$ cat config.mk
export PLATFORM = sky130hd
export DESIGN_NAME = sorted_delay_timer_queue_unit_flat
export DESIGN_NICKNAME = d
export VERILOG_FILES = /design/src/rtl/sdtq_pkg.sv /design/src/rtl/sdtq_req_if.sv /design/src/rtl/sdtq_rsp_if.sv /design/src/rtl/sdtq_entry_ram.sv /design/src/rtl/sorted_delay_timer_queue_unit.sv /design/src/flat_wrapper.sv
export SDC_FILE = /design/constraint.sdc
export NUM_CORES = 2
export LEC_CHECK = 0
export BUFFER_PORTS_ARGS = -buffer_cell sky130_fd_sc_hd__buf_2
export CAP_MARGIN = 20
export CORE_MARGIN = 2
export CORE_UTILIZATION = 44
export DETAILED_ROUTE_END_ITERATION = 6
export GPL_TIMING_DRIVEN = 0
export PLACE_DENSITY = 0.62
export SLEW_MARGIN = 20
export SYNTH_ARGS = -nofsm -noshare
export SYNTH_HDL_FRONTEND = slang
export SYNTH_SLANG_ARGS = --single-unit
$ cat constraint.sdc
create_clock -name clock -period 17.4 [get_ports clock]
set_input_delay 0.87 -clock clock [delete_from_list [all_inputs] [get_ports clock]]
set_output_delay 0.87 -clock clock [all_outputs]
set_load 0.02 [all_outputs]
$ cat src/rtl/sdtq_pkg.sv
// ----------------------------------------------------------------------------
// sdtq_pkg: shared types and constants of the sorted delay timer queue
// Field widths, command codes, sequencer states and the stored entry layout.
// ----------------------------------------------------------------------------
package sdtq_pkg;

   localparam int CMD_W   = 2;
   localparam int TIME_W  = 32;
   localparam int ID_W    = 32;
   localparam int WIN_W   = 32;
   localparam int MASK_W  = 64;
   localparam int ETYPE_W = 6;
   localparam int CNT_W   = 5;   // width of the removed_count and occupancy fields

   typedef logic [CMD_W-1:0] cmd_type;

   localparam cmd_type CMD_ADD    = 2'd0;
   localparam cmd_type CMD_TICK   = 2'd1;
   localparam cmd_type CMD_CANCEL = 2'd2;

   typedef enum logic [1:0] {
      ST_IDLE,
      ST_SCAN,
      ST_INSERT,
      ST_FINISH
   } state_type;

   typedef struct packed {
      logic [TIME_W-1:0] remaining;
      logic [ID_W-1:0]   target;
      logic [WIN_W-1:0]  window;
      logic [MASK_W-1:0] breaks;
   } entry_type;

endpackage

$ cat src/rtl/sdtq_req_if.sv
// ----------------------------------------------------------------------------
// sdtq_req_if: command channel of the timer queue
// Valid/ready channel carrying one timer command per transaction.
// ----------------------------------------------------------------------------
interface sdtq_req_if;
   logic                             valid;
   logic                             ready;
   sdtq_pkg::cmd_type                cmd;
   logic [sdtq_pkg::TIME_W-1:0]      delay_us;
   logic [sdtq_pkg::ID_W-1:0]        target_id;
   logic [sdtq_pkg::WIN_W-1:0]       match_window;
   logic [sdtq_pkg::MASK_W-1:0]      break_mask;
   logic [sdtq_pkg::ETYPE_W-1:0]     event_type;

   modport source (
      output valid, cmd, delay_us, target_id, match_window, break_mask, event_type,
      input  ready
   );
   modport sink (
      input  valid, cmd, delay_us, target_id, match_window, break_mask, event_type,
      output ready
   );
endinterface

$ cat src/rtl/sdtq_rsp_if.sv
// ----------------------------------------------------------------------------
// sdtq_rsp_if: result channel of the timer queue
// Valid/ready channel carrying one result per command transaction.
// ----------------------------------------------------------------------------
interface sdtq_rsp_if;
   logic                          valid;
   logic                          ready;
   logic                          fired;
   logic [sdtq_pkg::ID_W-1:0]     fired_id;
   logic                          status;
   logic [sdtq_pkg::CNT_W-1:0]    removed_count;
   logic [sdtq_pkg::CNT_W-1:0]    occupancy;

   modport source (
      output valid, fired, fired_id, status, removed_count, occupancy,
      input  ready
   );
   modport sink (
      input  valid, fired, fired_id, status, removed_count, occupancy,
      output ready
   );
endinterface

$ cat src/rtl/sdtq_entry_ram.sv
// ----------------------------------------------------------------------------
// sdtq_entry_ram: timer entry store
// One write port, one read port with registered read data.
// ----------------------------------------------------------------------------
module sdtq_entry_ram #(
   parameter  int DEPTH = 16,
   localparam int AW    = $clog2(DEPTH)
) (
   input  logic                clock,
   input  logic                wr_en,
   input  logic [AW-1:0]       wr_addr,
   input  sdtq_pkg::entry_type wr_data,
   input  logic                rd_en,
   input  logic [AW-1:0]       rd_addr,
   output sdtq_pkg::entry_type rd_data
);

   sdtq_pkg::entry_type mem [DEPTH];
   sdtq_pkg::entry_type rd_data_ff;

   always_ff @(posedge clock) begin
      if (wr_en) begin
         mem[wr_addr] <= wr_data;
      end
   end

   always_ff @(posedge clock) begin
      if (rd_en) begin
         rd_data_ff <= mem[rd_addr];
      end
   end

   assign rd_data = rd_data_ff;

endmodule

$ cat src/rtl/sorted_delay_timer_queue_unit.sv
// ----------------------------------------------------------------------------
// sorted_delay_timer_queue_unit: sorted queue of pending microsecond timers
// Holds up to DEPTH timers in order of remaining time; add, tick and cancel.
// ----------------------------------------------------------------------------
// One command transaction is taken at a time and yields exactly one result.
// The entries live in a single-port-read memory; a tick or cancel walks all
// occupied entries through that one read port, one entry per cycle, and an
// add walks from the tail until its slot is found, with the read data
// registered; an entry is rewritten (moved, decremented or dropped) in the
// cycle after it is read. An add on an empty queue writes the new timer
// straight to the front; otherwise it moves later entries up and lands
// behind the first entry that is not later, or at the front. A tick or
// cancel on an empty queue, a rejected add or an unused command code goes
// straight to the result. A result is loaded only once the previous one
// has been taken. The result sits in an output register, so a new command is
// accepted as soon as the walk is done and the result has been loaded, even
// if that result has not yet been taken. Memory contents need no clearing
// after reset: only entries below the occupancy count are ever read.
// ----------------------------------------------------------------------------
module sorted_delay_timer_queue_unit #(
   parameter int DEPTH = 16
) (
   input  logic       clock,
   input  logic       reset,
   sdtq_req_if.sink   req_bus,
   sdtq_rsp_if.source rsp_bus
);

   localparam int IW = $clog2(DEPTH);       // entry index
   localparam int CW = $clog2(DEPTH + 1);   // occupancy, 0..DEPTH

   // --- sequencer state ---
   sdtq_pkg::state_type state_ff, state_in;
   logic [CW-1:0]       count_ff, count_in;
   logic [IW-1:0]       iss_idx_ff, iss_idx_in;     // next read address
   logic [CW-1:0]       iss_left_ff, iss_left_in;   // reads still to issue
   logic                pv_ff, pv_in;               // read data valid
   logic [IW-1:0]       proc_idx_ff, proc_idx_in;   // index of read data
   logic                proc_last_ff, proc_last_in;

   // --- latched command transaction ---
   sdtq_pkg::cmd_type            cmd_ff, cmd_in;
   sdtq_pkg::entry_type          new_ff, new_in;
   logic [sdtq_pkg::ETYPE_W-1:0] etype_ff, etype_in;

   // --- per-command scratch ---
   logic                       fire_ff, fire_in;
   logic [sdtq_pkg::ID_W-1:0]  fired_id_ff, fired_id_in;
   logic                       status_ff, status_in;
   logic [CW-1:0]              keep_ff, keep_in;
   logic [CW-1:0]              removed_ff, removed_in;

   // --- result register ---
   logic                       rsp_valid_ff, rsp_valid_in;
   logic                       rsp_fired_ff, rsp_fired_in;
   logic [sdtq_pkg::ID_W-1:0]  rsp_fired_id_ff, rsp_fired_id_in;
   logic                       rsp_status_ff, rsp_status_in;
   logic [sdtq_pkg::CNT_W-1:0] rsp_removed_ff, rsp_removed_in;
   logic [sdtq_pkg::CNT_W-1:0] rsp_occ_ff, rsp_occ_in;

   // --- memory port ---
   logic                wr_en;
   logic [IW-1:0]       wr_addr;
   sdtq_pkg::entry_type wr_data;
   logic                rd_en;
   logic [IW-1:0]       rd_addr;
   sdtq_pkg::entry_type rd_data;

   // --- decisions on the entry just read ---
   logic                later;      // entry stays behind the new timer
   logic                is_head;
   logic                fire_now;   // head entry expires on this tick
   logic                shift;      // tick: entries move down one slot
   logic                hit;        // cancel matches this entry
   sdtq_pkg::entry_type dec_entry;
   logic [CW+sdtq_pkg::CNT_W-1:0] removed_ext;
   logic [CW+sdtq_pkg::CNT_W-1:0] count_ext;

   sdtq_entry_ram #(
      .DEPTH (DEPTH)
   ) u_ram (
      .clock   (clock),
      .wr_en   (wr_en),
      .wr_addr (wr_addr),
      .wr_data (wr_data),
      .rd_en   (rd_en),
      .rd_addr (rd_addr),
      .rd_data (rd_data)
   );

   assign later    = rd_data.remaining > new_ff.remaining;
   assign is_head  = proc_idx_ff == '0;
   assign fire_now = is_head && (rd_data.remaining <= sdtq_pkg::TIME_W'(1));
   assign shift    = is_head ? fire_now : fire_ff;
   assign hit      = (rd_data.window == new_ff.window) && rd_data.breaks[etype_ff];

   always_comb begin
      dec_entry = rd_data;
      if (rd_data.remaining != '0) begin
         dec_entry.remaining = rd_data.remaining - sdtq_pkg::TIME_W'(1);
      end
   end

   // Result fields are 5 bits wide; wider counts are truncated, narrower ones padded.
   assign removed_ext = (CW + sdtq_pkg::CNT_W)'(removed_ff);
   assign count_ext   = (CW + sdtq_pkg::CNT_W)'(count_ff);

   assign req_bus.ready         = state_ff == sdtq_pkg::ST_IDLE;
   assign rsp_bus.valid         = rsp_valid_ff;
   assign rsp_bus.fired         = rsp_fired_ff;
   assign rsp_bus.fired_id      = rsp_fired_id_ff;
   assign rsp_bus.status        = rsp_status_ff;
   assign rsp_bus.removed_count = rsp_removed_ff;
   assign rsp_bus.occupancy     = rsp_occ_ff;

   // Sequencer: next state, memory port and per-entry processing.
   always_comb begin
      state_in        = state_ff;
      count_in        = count_ff;
      iss_idx_in      = iss_idx_ff;
      iss_left_in     = iss_left_ff;
      pv_in           = 1'b0;
      proc_idx_in     = proc_idx_ff;
      proc_last_in    = proc_last_ff;
      cmd_in          = cmd_ff;
      new_in          = new_ff;
      etype_in        = etype_ff;
      fire_in         = fire_ff;
      fired_id_in     = fired_id_ff;
      status_in       = status_ff;
      keep_in         = keep_ff;
      removed_in      = removed_ff;
      rsp_valid_in    = rsp_valid_ff;
      rsp_fired_in    = rsp_fired_ff;
      rsp_fired_id_in = rsp_fired_id_ff;
      rsp_status_in   = rsp_status_ff;
      rsp_removed_in  = rsp_removed_ff;
      rsp_occ_in      = rsp_occ_ff;
      wr_en           = 1'b0;
      wr_addr         = '0;
      wr_data         = rd_data;
      rd_en           = 1'b0;
      rd_addr         = iss_idx_ff;

      if (rsp_valid_ff && rsp_bus.ready) begin
         rsp_valid_in = 1'b0;
      end

      case (state_ff)
         sdtq_pkg::ST_IDLE: begin
            if (req_bus.valid) begin
               cmd_in             = req_bus.cmd;
               new_in.remaining   = req_bus.delay_us;
               new_in.target      = req_bus.target_id;
               new_in.window      = req_bus.match_window;
               new_in.breaks      = req_bus.break_mask;
               etype_in           = req_bus.event_type;
               fire_in            = 1'b0;
               fired_id_in        = '0;
               status_in          = 1'b0;
               keep_in            = '0;
               removed_in         = '0;
               iss_left_in        = count_ff;
               iss_idx_in         = '0;
               state_in           = sdtq_pkg::ST_FINISH;
               case (req_bus.cmd)
                  sdtq_pkg::CMD_ADD: begin
                     // walk from the tail towards the head, moving later entries up
                     if (count_ff >= CW'(DEPTH)) begin
                        status_in   = 1'b1;
                        iss_left_in = '0;
                     end else if (count_ff == '0) begin
                        state_in = sdtq_pkg::ST_INSERT;
                     end else begin
                        iss_idx_in = IW'(count_ff - CW'(1));
                        state_in   = sdtq_pkg::ST_SCAN;
                     end
                  end
                  sdtq_pkg::CMD_TICK, sdtq_pkg::CMD_CANCEL: begin
                     if (count_ff != '0) begin
                        state_in = sdtq_pkg::ST_SCAN;
                     end
                  end
                  default: begin
                     iss_left_in = '0;
                  end
               endcase
            end
         end

         sdtq_pkg::ST_SCAN: begin
            // issue the next read
            if (iss_left_ff != '0) begin
               rd_en        = 1'b1;
               pv_in        = 1'b1;
               proc_idx_in  = iss_idx_ff;
               proc_last_in = iss_left_ff == CW'(1);
               iss_left_in  = iss_left_ff - CW'(1);
               if (cmd_ff == sdtq_pkg::CMD_ADD) begin
                  iss_idx_in = iss_idx_ff - IW'(1);
               end else begin
                  iss_idx_in = iss_idx_ff + IW'(1);
               end
            end

            // process the entry read last cycle
            if (pv_ff) begin
               case (cmd_ff)
                  sdtq_pkg::CMD_ADD: begin
                     wr_en   = 1'b1;
                     wr_addr = IW'(proc_idx_ff + IW'(1));
                     if (later) begin
                        wr_data = rd_data;
                        if (proc_last_ff) begin
                           state_in = sdtq_pkg::ST_INSERT;
                        end
                     end else begin
                        // slot found: drop the read already in flight
                        wr_data     = new_ff;
                        count_in    = count_ff + CW'(1);
                        rd_en       = 1'b0;
                        pv_in       = 1'b0;
                        iss_left_in = '0;
                        state_in    = sdtq_pkg::ST_FINISH;
                     end
                  end
                  sdtq_pkg::CMD_TICK: begin
                     wr_en   = !fire_now;
                     wr_addr = IW'(proc_idx_ff - IW'(shift));
                     wr_data = dec_entry;
                     if (is_head) begin
                        fire_in = fire_now;
                        if (fire_now) begin
                           fired_id_in = rd_data.target;
                        end
                     end
                     if (proc_last_ff) begin
                        count_in = count_ff - CW'(shift);
                        state_in = sdtq_pkg::ST_FINISH;
                     end
                  end
                  sdtq_pkg::CMD_CANCEL: begin
                     if (hit) begin
                        removed_in = removed_ff + CW'(1);
                     end else begin
                        wr_en   = 1'b1;
                        wr_addr = keep_ff[IW-1:0];
                        keep_in = keep_ff + CW'(1);
                     end
                     if (proc_last_ff) begin
                        count_in = keep_in;
                        state_in = sdtq_pkg::ST_FINISH;
                     end
                  end
                  default: begin
                     state_in = sdtq_pkg::ST_FINISH;
                  end
               endcase
            end
         end

         sdtq_pkg::ST_INSERT: begin
            // new timer goes to the front
            wr_en    = 1'b1;
            wr_addr  = '0;
            wr_data  = new_ff;
            count_in = count_ff + CW'(1);
            state_in = sdtq_pkg::ST_FINISH;
         end

         sdtq_pkg::ST_FINISH: begin
            if (!rsp_valid_ff || rsp_bus.ready) begin
               rsp_valid_in    = 1'b1;
               rsp_fired_in    = fire_ff;
               rsp_fired_id_in = fired_id_ff;
               rsp_status_in   = status_ff;
               rsp_removed_in  = removed_ext[sdtq_pkg::CNT_W-1:0];
               rsp_occ_in      = count_ext[sdtq_pkg::CNT_W-1:0];
               state_in        = sdtq_pkg::ST_IDLE;
            end
         end

         default: begin
            state_in = sdtq_pkg::ST_IDLE;
         end
      endcase
   end

   always_ff @(posedge clock) begin
      if (reset) begin
         state_ff     <= sdtq_pkg::ST_IDLE;
         count_ff     <= '0;
         iss_left_ff  <= '0;
         pv_ff        <= 1'b0;
         rsp_valid_ff <= 1'b0;
      end else begin
         state_ff     <= state_in;
         count_ff     <= count_in;
         iss_left_ff  <= iss_left_in;
         pv_ff        <= pv_in;
         rsp_valid_ff <= rsp_valid_in;
      end
   end

   always_ff @(posedge clock) begin
      iss_idx_ff      <= iss_idx_in;
      proc_idx_ff     <= proc_idx_in;
      proc_last_ff    <= proc_last_in;
      cmd_ff          <= cmd_in;
      new_ff          <= new_in;
      etype_ff        <= etype_in;
      fire_ff         <= fire_in;
      fired_id_ff     <= fired_id_in;
      status_ff       <= status_in;
      keep_ff         <= keep_in;
      removed_ff      <= removed_in;
      rsp_fired_ff    <= rsp_fired_in;
      rsp_fired_id_ff <= rsp_fired_id_in;
      rsp_status_ff   <= rsp_status_in;
      rsp_removed_ff  <= rsp_removed_in;
      rsp_occ_ff      <= rsp_occ_in;
   end

   // --- assertions ---
   a_accept_leaves_idle: assert property (@(posedge clock) disable iff (reset)
      (req_bus.valid && req_bus.ready) |=> (state_ff != sdtq_pkg::ST_IDLE))
      else $error("command transaction accepted but sequencer stayed idle");

   a_count_bounded: assert property (@(posedge clock) disable iff (reset)
      count_ff <= CW'(DEPTH))
      else $error("occupancy beyond queue depth");

   a_fire_only_on_tick: assert property (@(posedge clock) disable iff (reset)
      (state_ff == sdtq_pkg::ST_FINISH && fire_ff) |-> (cmd_ff == sdtq_pkg::CMD_TICK))
      else $error("timer fired on a command other than a tick");

   a_full_reject: assert property (@(posedge clock) disable iff (reset)
      (state_ff == sdtq_pkg::ST_FINISH && status_ff) |-> (count_ff == CW'(DEPTH)))
      else $error("add rejected while the queue had room");

   a_write_in_range: assert property (@(posedge clock) disable iff (reset)
      wr_en |-> (32'(wr_addr) < 32'(DEPTH)))
      else $error("entry write outside the store");

endmodule
$ cat src/flat_wrapper.sv
// flat-port wrapper written by rule: the top's interface ports become plain ports
module sorted_delay_timer_queue_unit_flat 
#(
   parameter int DEPTH = 16
)
  (clock, reset, req_bus_valid, req_bus_cmd, req_bus_delay_us, req_bus_target_id, req_bus_match_window, req_bus_break_mask, req_bus_event_type, req_bus_ready, rsp_bus_valid, rsp_bus_fired, rsp_bus_fired_id, rsp_bus_status, rsp_bus_removed_count, rsp_bus_occupancy, rsp_bus_ready);
  sdtq_req_if req_bus_i ();
  sdtq_rsp_if rsp_bus_i ();
  input  logic clock;
  input  logic reset;
  input wire logic [$bits(req_bus_i.valid)-1:0] req_bus_valid;
  input wire logic [$bits(req_bus_i.cmd)-1:0] req_bus_cmd;
  input wire logic [$bits(req_bus_i.delay_us)-1:0] req_bus_delay_us;
  input wire logic [$bits(req_bus_i.target_id)-1:0] req_bus_target_id;
  input wire logic [$bits(req_bus_i.match_window)-1:0] req_bus_match_window;
  input wire logic [$bits(req_bus_i.break_mask)-1:0] req_bus_break_mask;
  input wire logic [$bits(req_bus_i.event_type)-1:0] req_bus_event_type;
  output wire logic [$bits(req_bus_i.ready)-1:0] req_bus_ready;
  output wire logic [$bits(rsp_bus_i.valid)-1:0] rsp_bus_valid;
  output wire logic [$bits(rsp_bus_i.fired)-1:0] rsp_bus_fired;
  output wire logic [$bits(rsp_bus_i.fired_id)-1:0] rsp_bus_fired_id;
  output wire logic [$bits(rsp_bus_i.status)-1:0] rsp_bus_status;
  output wire logic [$bits(rsp_bus_i.removed_count)-1:0] rsp_bus_removed_count;
  output wire logic [$bits(rsp_bus_i.occupancy)-1:0] rsp_bus_occupancy;
  input wire logic [$bits(rsp_bus_i.ready)-1:0] rsp_bus_ready;
  assign req_bus_i.valid = req_bus_valid;
  assign req_bus_i.cmd = req_bus_cmd;
  assign req_bus_i.delay_us = req_bus_delay_us;
  assign req_bus_i.target_id = req_bus_target_id;
  assign req_bus_i.match_window = req_bus_match_window;
  assign req_bus_i.break_mask = req_bus_break_mask;
  assign req_bus_i.event_type = req_bus_event_type;
  assign req_bus_ready = req_bus_i.ready;
  assign rsp_bus_valid = rsp_bus_i.valid;
  assign rsp_bus_fired = rsp_bus_i.fired;
  assign rsp_bus_fired_id = rsp_bus_i.fired_id;
  assign rsp_bus_status = rsp_bus_i.status;
  assign rsp_bus_removed_count = rsp_bus_i.removed_count;
  assign rsp_bus_occupancy = rsp_bus_i.occupancy;
  assign rsp_bus_i.ready = rsp_bus_ready;
  sorted_delay_timer_queue_unit #(.DEPTH(DEPTH)) u_core (.clock(clock), .reset(reset), .req_bus(req_bus_i), .rsp_bus(rsp_bus_i));
endmodule
# Word level (Yosys, flattened, before mapping)

Memories as Yosys holds them, arrays and structs flattened. A register that Yosys moved wholly into a read port is not among the register bits.
Index checks and enable logic that the tools add are counted.

Register bits: 279
Bits in latches: 0
RAM bits: 2560
Bits in read-only memories: 0
Input port bits: 172
Word-level logic and storage cells: 172
Memories: 1

$add $sub $neg: 11
$mul: 0
Div/mod/pow operators: 0
Order comparisons: 4
Equality and inequality tests: 24
Shift operators: 0
Multiplexer cells: 79
Bitwise gates (word level): 0
Reduce and logical (&&, ||, !) cells: 29

Memory list:

| memory           | depth | width | read ports | clocked after memory_dff | write ports | line                 | RTL |
|---|---|---|---|---|---|---|---|
| u_core.u_ram.mem | 16    | 160   | 1          | 1                        | 1           | sdtq_entry_ram.sv:18 | `sdtq_pkg::entry_type mem [DEPTH];` |

Operators with widths:

| kind                    | number |
|---|---|
| $pmux W160 S2           | 2 |
| $mux W160               | 2 |
| $mux W32                | 6 |
| $mux W5                 | 17 |
| $pmux W32 S2            | 1 |
| $pmux W5 S2             | 5 |
| $mux W4                 | 9 |
| $eq A32 B32 Y1          | 1 |
| $gt A32 B32 Y1          | 1 |
| $le A32 B1 Y1 const B   | 1 |
| $reduce_bool A32 Y1     | 1 |
| $sub A32 B1 Y32 const B | 1 |
| $mux W1                 | 18 |
| $mux W2                 | 9 |
| $add A5 B1 Y5 const B   | 3 |
| $pmux W5 S3             | 1 |
| $ne A2 B1 Y1 const B    | 7 |
| $pmux W4 S3             | 1 |
| $reduce_and A6 Y1       | 2 |
| $reduce_and A5 Y1       | 2 |
| $reduce_bool A5 Y1      | 2 |
| $ne A3 B2 Y1 const B    | 3 |
| $add A4 B1 Y4 const B   | 2 |
| $eq A2 B2 Y1 const B    | 4 |
| other kinds (29)        | 46 |

# Longest topological paths before layout

Depth after elaboration: 9
Gate-level depth with buffers: 19
Depth with buffers taken out: 18

# Cells and area by module

Synthesis repeated with hierarchy kept, for this count alone.

Cell total of the unflattened synthesis: 5629
Area, all modules: 116925.9 um^2

Modules (own cells, without submodules):

| module                        | instances | cells an instance | area each (um^2) |
|---|---|---|---|
| sdtq_entry_ram                | 1         | 4191              | 100901.8 |
| sorted_delay_timer_queue_unit | 1         | 1438              | 16024.1 |

# Least setup slack after synthesis

Ideal clock, no wire load.

Kind: flip-flop to flip-flop
Start point: register u_core.u_ram.rd_data[138] (netlist name)
End point: memory u_core.u_ram.mem[8][0] in the netlist's numbering, enable pin
Data arrival time: 15156 ps
Required time: 16483 ps
Setup slack: 1328 ps
Cell stages (with the launch flop): 17
Period minus slack after synthesis: 16072 ps
Cell sequence: edfxtp_1 -> or3_1 -> buf_6 -> nor4_4 -> and4_4 -> nand2_2 -> or4_4 -> nand2_1 -> inv_1 -> nand2_1 -> ha_1 -> inv_1 -> fa_1 -> o21ai_0 -> inv_1 -> a2111o_1 -> a211oi_1

RTL lines:

| item                | line                                 | RTL |
|---|---|---|
| $le A32 B1 Y1       | sorted_delay_timer_queue_unit.sv:93  | `assign fire_now = is_head && (rd_data.remaining <= sdtq_pkg::TIME_W'(1));` |
| $logic_and A1 B1 Y1 | sorted_delay_timer_queue_unit.sv:93  |  |
| $mux W1             | sorted_delay_timer_queue_unit.sv:94  | `assign shift = is_head ? fire_now : fire_ff;` |
| via u_core.shift    | sorted_delay_timer_queue_unit.sv:73  | `logic shift;` |
| $sub A4 B1 Y4       | sorted_delay_timer_queue_unit.sv:229 | `wr_addr = IW'(proc_idx_ff - IW'(shift));` |
| $pmux W4 S3         | sorted_delay_timer_queue_unit.sv:208 | `case (cmd_ff)` |
| $mux W4             | sorted_delay_timer_queue_unit.sv:207 | `if (pv_ff) begin` |
| $mux W4             | sorted_delay_timer_queue_unit.sv:149 | `case (state_ff)` |
| end, declared       | sdtq_entry_ram.sv:18                 |  |

The timed path passes the listed nets, and every way through them passes these cells.

# Final worst setup path

Start point: register u_core.u_ram.rd_data[137] (netlist name)
End point: memory u_core.u_ram.mem[8][32] in the netlist's numbering, enable pin

RTL lines:

| item                | line |
|---|---|
| $le A32 B1 Y1       | sorted_delay_timer_queue_unit.sv:93 |
| $logic_and A1 B1 Y1 | sorted_delay_timer_queue_unit.sv:93 |
| $mux W1             | sorted_delay_timer_queue_unit.sv:94 |
| via u_core.shift    | sorted_delay_timer_queue_unit.sv:73 |
| $sub A4 B1 Y4       | sorted_delay_timer_queue_unit.sv:229 |
| $pmux W4 S3         | sorted_delay_timer_queue_unit.sv:208 |
| $mux W4             | sorted_delay_timer_queue_unit.sv:207 |
| $mux W4             | sorted_delay_timer_queue_unit.sv:149 |

The timed path passes the listed nets, and every way through them passes these cells.

==> out/results.ini <==
[timing]
skew_ns = 0.0862
fmax_mhz = 148
period_needed_ns = 6.77
worst_pin_slew_ns = 1.41
finalSetupTns_ns = 0
slew_viol_final = 0
rsz0062_at_grt = no
relSlewSlack_pct = 3.49
fin_crit_sh_pct = 38.9
setup_slack_ns = 10.63
finalSetupViolations = 0
timing_hold_violations_final = 0

[run]
cap_violations = 0

[clock_network]
cts_resized = 0
numCtsBuffers = 313
cts_hold_buf = 0
worstSkewPairLatency_ns = 0.88
clock_path_buffers = 4
cts_sinks = 2999
cts.htree.levels = 5
cts_tree = built
post_cts_buffers = 0
cts_root_buf = clkbuf_16
clkTransAtPathRegs_ns = 0.06

[global_route]
gr-total-overflow = 0
grtUsageTotal_pct = 23.7
met2_usage_pct = 37.4
grt_max_degree = 43
grt_util_met3_pct = 4.66
grt_pass1_vias = 59500
antenna_found_initial = 11
grt_util_met1_pct = 33.4
grt_pass1_wl_um = 452000
busiest_layer = met2

[finish]
drive_gt1_share_pct = 30.8
final_cell_mix = edfxtp_1, mux4_2, clkbuf_16
area_growth_pct = 18.1
nNetsFinal = 6205
final_common_cell = edfxtp_1

[power_and_ir_drop]
seqPwrFrac_pct = 43.0
p_clk_share_pct = 28.3
swShare_pct = 31.1
comb_power_share_pct = 28.6
peakVddDrop_uv = 86.5
power.switching_w = 0.00711
leakage_nw = 43.9
p_int_w = 0.0157
p_per_area_nw_per_um2 = 166

[yosys]
synthArstFlopShare_pct = 0
synthFlopType = edfxtp_1
synth_seq_area_share_pct = 77.4
syn_area_per_cell_um2 = 22.5
synth-edff-count = 2985
synthDistinctLibCells = 75
yosys_warnings = 0
synth_nets = 5402
synthCells = 5169
syn_area_um2 = 116000
yosys_register_bits = 2999

[die]
fp.dieW_um = 518
core_area_um2 = 263000
die_h_um = 518
initial_utilization_pct = 44.3
die-area_um2 = 268000
core.rowCount = 188
io_pins = 218

[critical_path]
startpoint = u_core.u_ram.rd_data[137]
criticalPathCategory = flip-flop to flip-flop
cp.required_ns = 17.94
worstSetupStartpointType = flip-flop
regToRegEndpoint = u_core.u_ram.mem[8][32]
endpoint = u_core.u_ram.mem[8][32]
cp_data_arrival_time_ns = 7.32
end_kind = flip-flop
critPathMaxFanout = 11
reg2reg_depth = 26
timing.rr.start = u_core.u_ram.rd_data[137]
rrSetupSlack_ns = 10.63

[routing]
wire_per_inst_um = 33.2
drc_errors = 0
drt-initial-drc-count = 8622
routed_via_density = 6.10
finalWirelength_um = 323000
ant_nets = 0
drtPass1Iterations = 6
routed-via-count = 59400

[placed_design]
gp_congestion = 0.886
place_ws_ns = 10.70
dp_hpwl_um = 213000
io_buffers = 217

[worst_hold_path]
holdCritPathClass = input pin to flip-flop
holdCritStartpoint = req_bus_match_window[10]

[status]
status = finished, final reports clean

==> worst max-delay path: stages (launching register included) <==
cell and delay, ns:
edfxtp_1 0.62, or3_1 0.44, buf_6 0.15, nor4_4 0.35, and4_4 0.33, nand2_2 0.06
or4_4 0.60, nand2_1 0.13, inv_1 0.06, nand2_1 0.07, ha_1 0.16, inv_1 0.06
a21o_1 0.17, a21oi_1 0.17, xor2_1 0.21, nand2_1 0.07, o21ai_0 0.12, a21o_1 0.19
nand3_1 0.38, a211oi_4 0.66, buf_6 0.24, buf_6 0.21, buf_8 0.19, buf_8 0.18
buf_8 0.18, buf_6 0.21, buf_6 0.22
==> flip-flops by register name, summed over array words and instances (netlist names), 2 cells and up <==
| signal | count |
|---|---|
| u_core.removed_ff | 5 |
| u_core.rsp_bus.occupancy | 5 |
| u_core.proc_idx_ff | 4 |
| u_core.iss_left_ff | 5 |
| u_core.keep_ff | 5 |
| u_core.new_ff | 160 |
| u_core.rsp_bus.removed_count | 5 |
| u_core.u_ram.mem | 2560 |
| u_core.cmd_ff | 2 |
| u_core.iss_idx_ff | 4 |
| u_core.count_ff | 5 |
| u_core.rsp_bus.fired_id | 32 |
| u_core.etype_ff | 6 |
| u_core.state_ff | 2 |
| u_core.fired_id_ff | 32 |
| u_core.u_ram.rd_data | 160 |
==> power by group through the flow <==
| stage | logic [W] | registers (W) | clock network (W) |
|---|---|---|---|
| detailed placement | 0.00651 | 0.00998 | 0 |
| global placement | 0.00601 | 0.0102 | 0 |
| global route | 0.00691 | 0.00985 | 0.00682 |
| CTS | 0.00653 | 0.00983 | 0.00655 |
| floorplan | 0.00386 | 0.00994 | 0 |
| finish | 0.00654 | 0.00983 | 0.00647 |
==> area by class of cell <==
| class | instances | area [µm²] |
|---|---|---|
| antenna | 1 | 2.50 |
| fill | 20100 | 125000 |
| clock buffer | 374 | 8130 |
| clock inverter | 181 | 1610 |
| sequential | 2999 | 89900 |
| timing repair buffer | 488 | 6370 |
| inverter | 72 | 270 |
| buffer | 278 | 1180 |
| multi-input combinational | 1820 | 25400 |
| tap | 3515 | 4400 |
==> cell usage after synthesis, types with 4 or more instances <==
| cell type | number | area [µm²] |
|---|---|---|
| edfxtp_1 | 2985 | 89600 |
| mux4_2 | 803 | 18100 |
| clkbuf_1 | 211 | 792 |
| nand2_1 | 134 | 503 |
| nor2_1 | 97 | 364 |
| a22o_1 | 96 | 841 |
| o21ai_0 | 87 | 435 |
| inv_1 | 71 | 267 |
| ha_1 | 59 | 738 |
| a211oi_1 | 55 | 413 |
| buf_1 | 52 | 195 |
| a21oi_1 | 48 | 240 |
| a221oi_1 | 47 | 412 |
| and2_1 | 47 | 294 |
| xnor2_1 | 43 | 377 |
| nand3_1 | 34 | 170 |
| mux2i_1 | 25 | 250 |
| nor2b_1 | 25 | 156 |
| a31oi_1 | 21 | 131 |
| nand4_1 | 21 | 131 |
| nor3_1 | 20 | 100 |
| o211ai_1 | 15 | 113 |
| dfxtp_1 | 14 | 280 |
| a41o_1 | 13 | 130 |
| buf_2 | 13 | 65.1 |
| nor4_1 | 11 | 68.8 |
| a21o_1 | 9 | 67.6 |
| o31ai_1 | 9 | 67.6 |
| xor2_1 | 7 | 61.3 |
| a22oi_1 | 6 | 45.0 |
| o22ai_1 | 6 | 37.5 |
| mux2_2 | 4 | 45.0 |
| nand2b_1 | 4 | 25.0 |
| o32ai_1 | 4 | 35.0 |
| or3_1 | 4 | 25.0 |
==> how the worst min path moves through the flow <==
stage,to,slack (ns),cells past startpoint
floorplan,u_core.rsp_bus.fired_id[0],0.40,0
global placement,u_core.rsp_bus.fired_id[11],0.41,0
detailed placement,u_core.rsp_bus.fired_id[20],0.40,0
CTS,u_core.new_ff[103],0.11,1
global route,u_core.new_ff[103],0.14,1
finish,u_core.new_ff[74],0.17,1
==> stage by stage <==
stage          std cells  instance area [µm²]  utilization (%)  hold WS (ns)  power, W
4_1_cts             9721               137000             52.3         0.105    0.0229
3_3_place_gp        8901               122000             46.4         0.407    0.0162
6_report            9728               137000             52.3         0.169    0.0228
3_5_place_dp        9166               127000             48.5         0.405    0.0165
5_1_grt             9728               137000             52.3         0.138    0.0236
2_1_floorplan       5169               116000                -         0.400    0.0138
==> layer usage <==
metal / share of wire, % / up-vias
li1: - / 23700
met1: 39 / 31900
met2: 48 / 3252
met3: 9.6 / 503
met4: 3.4 / 0
met5: 0 / -
==> cell families (layout without fill, tap and decap cells) <==
group | after synthesis | in the layout | synth area share (%)
compound gates | 457 | 457 | 2.86
other cells | 0 | 1 | 0
flops | 2999 | 2999 | 77.4
xor+xnor | 50 | 50 | 0.377
simple gates | 420 | 420 | 1.76
fa+ha+maj | 61 | 61 | 0.670
buf+inv | 350 | 1393 | 1.15
mux | 832 | 832 | 15.8
Power figures use the tool's default switching activity.
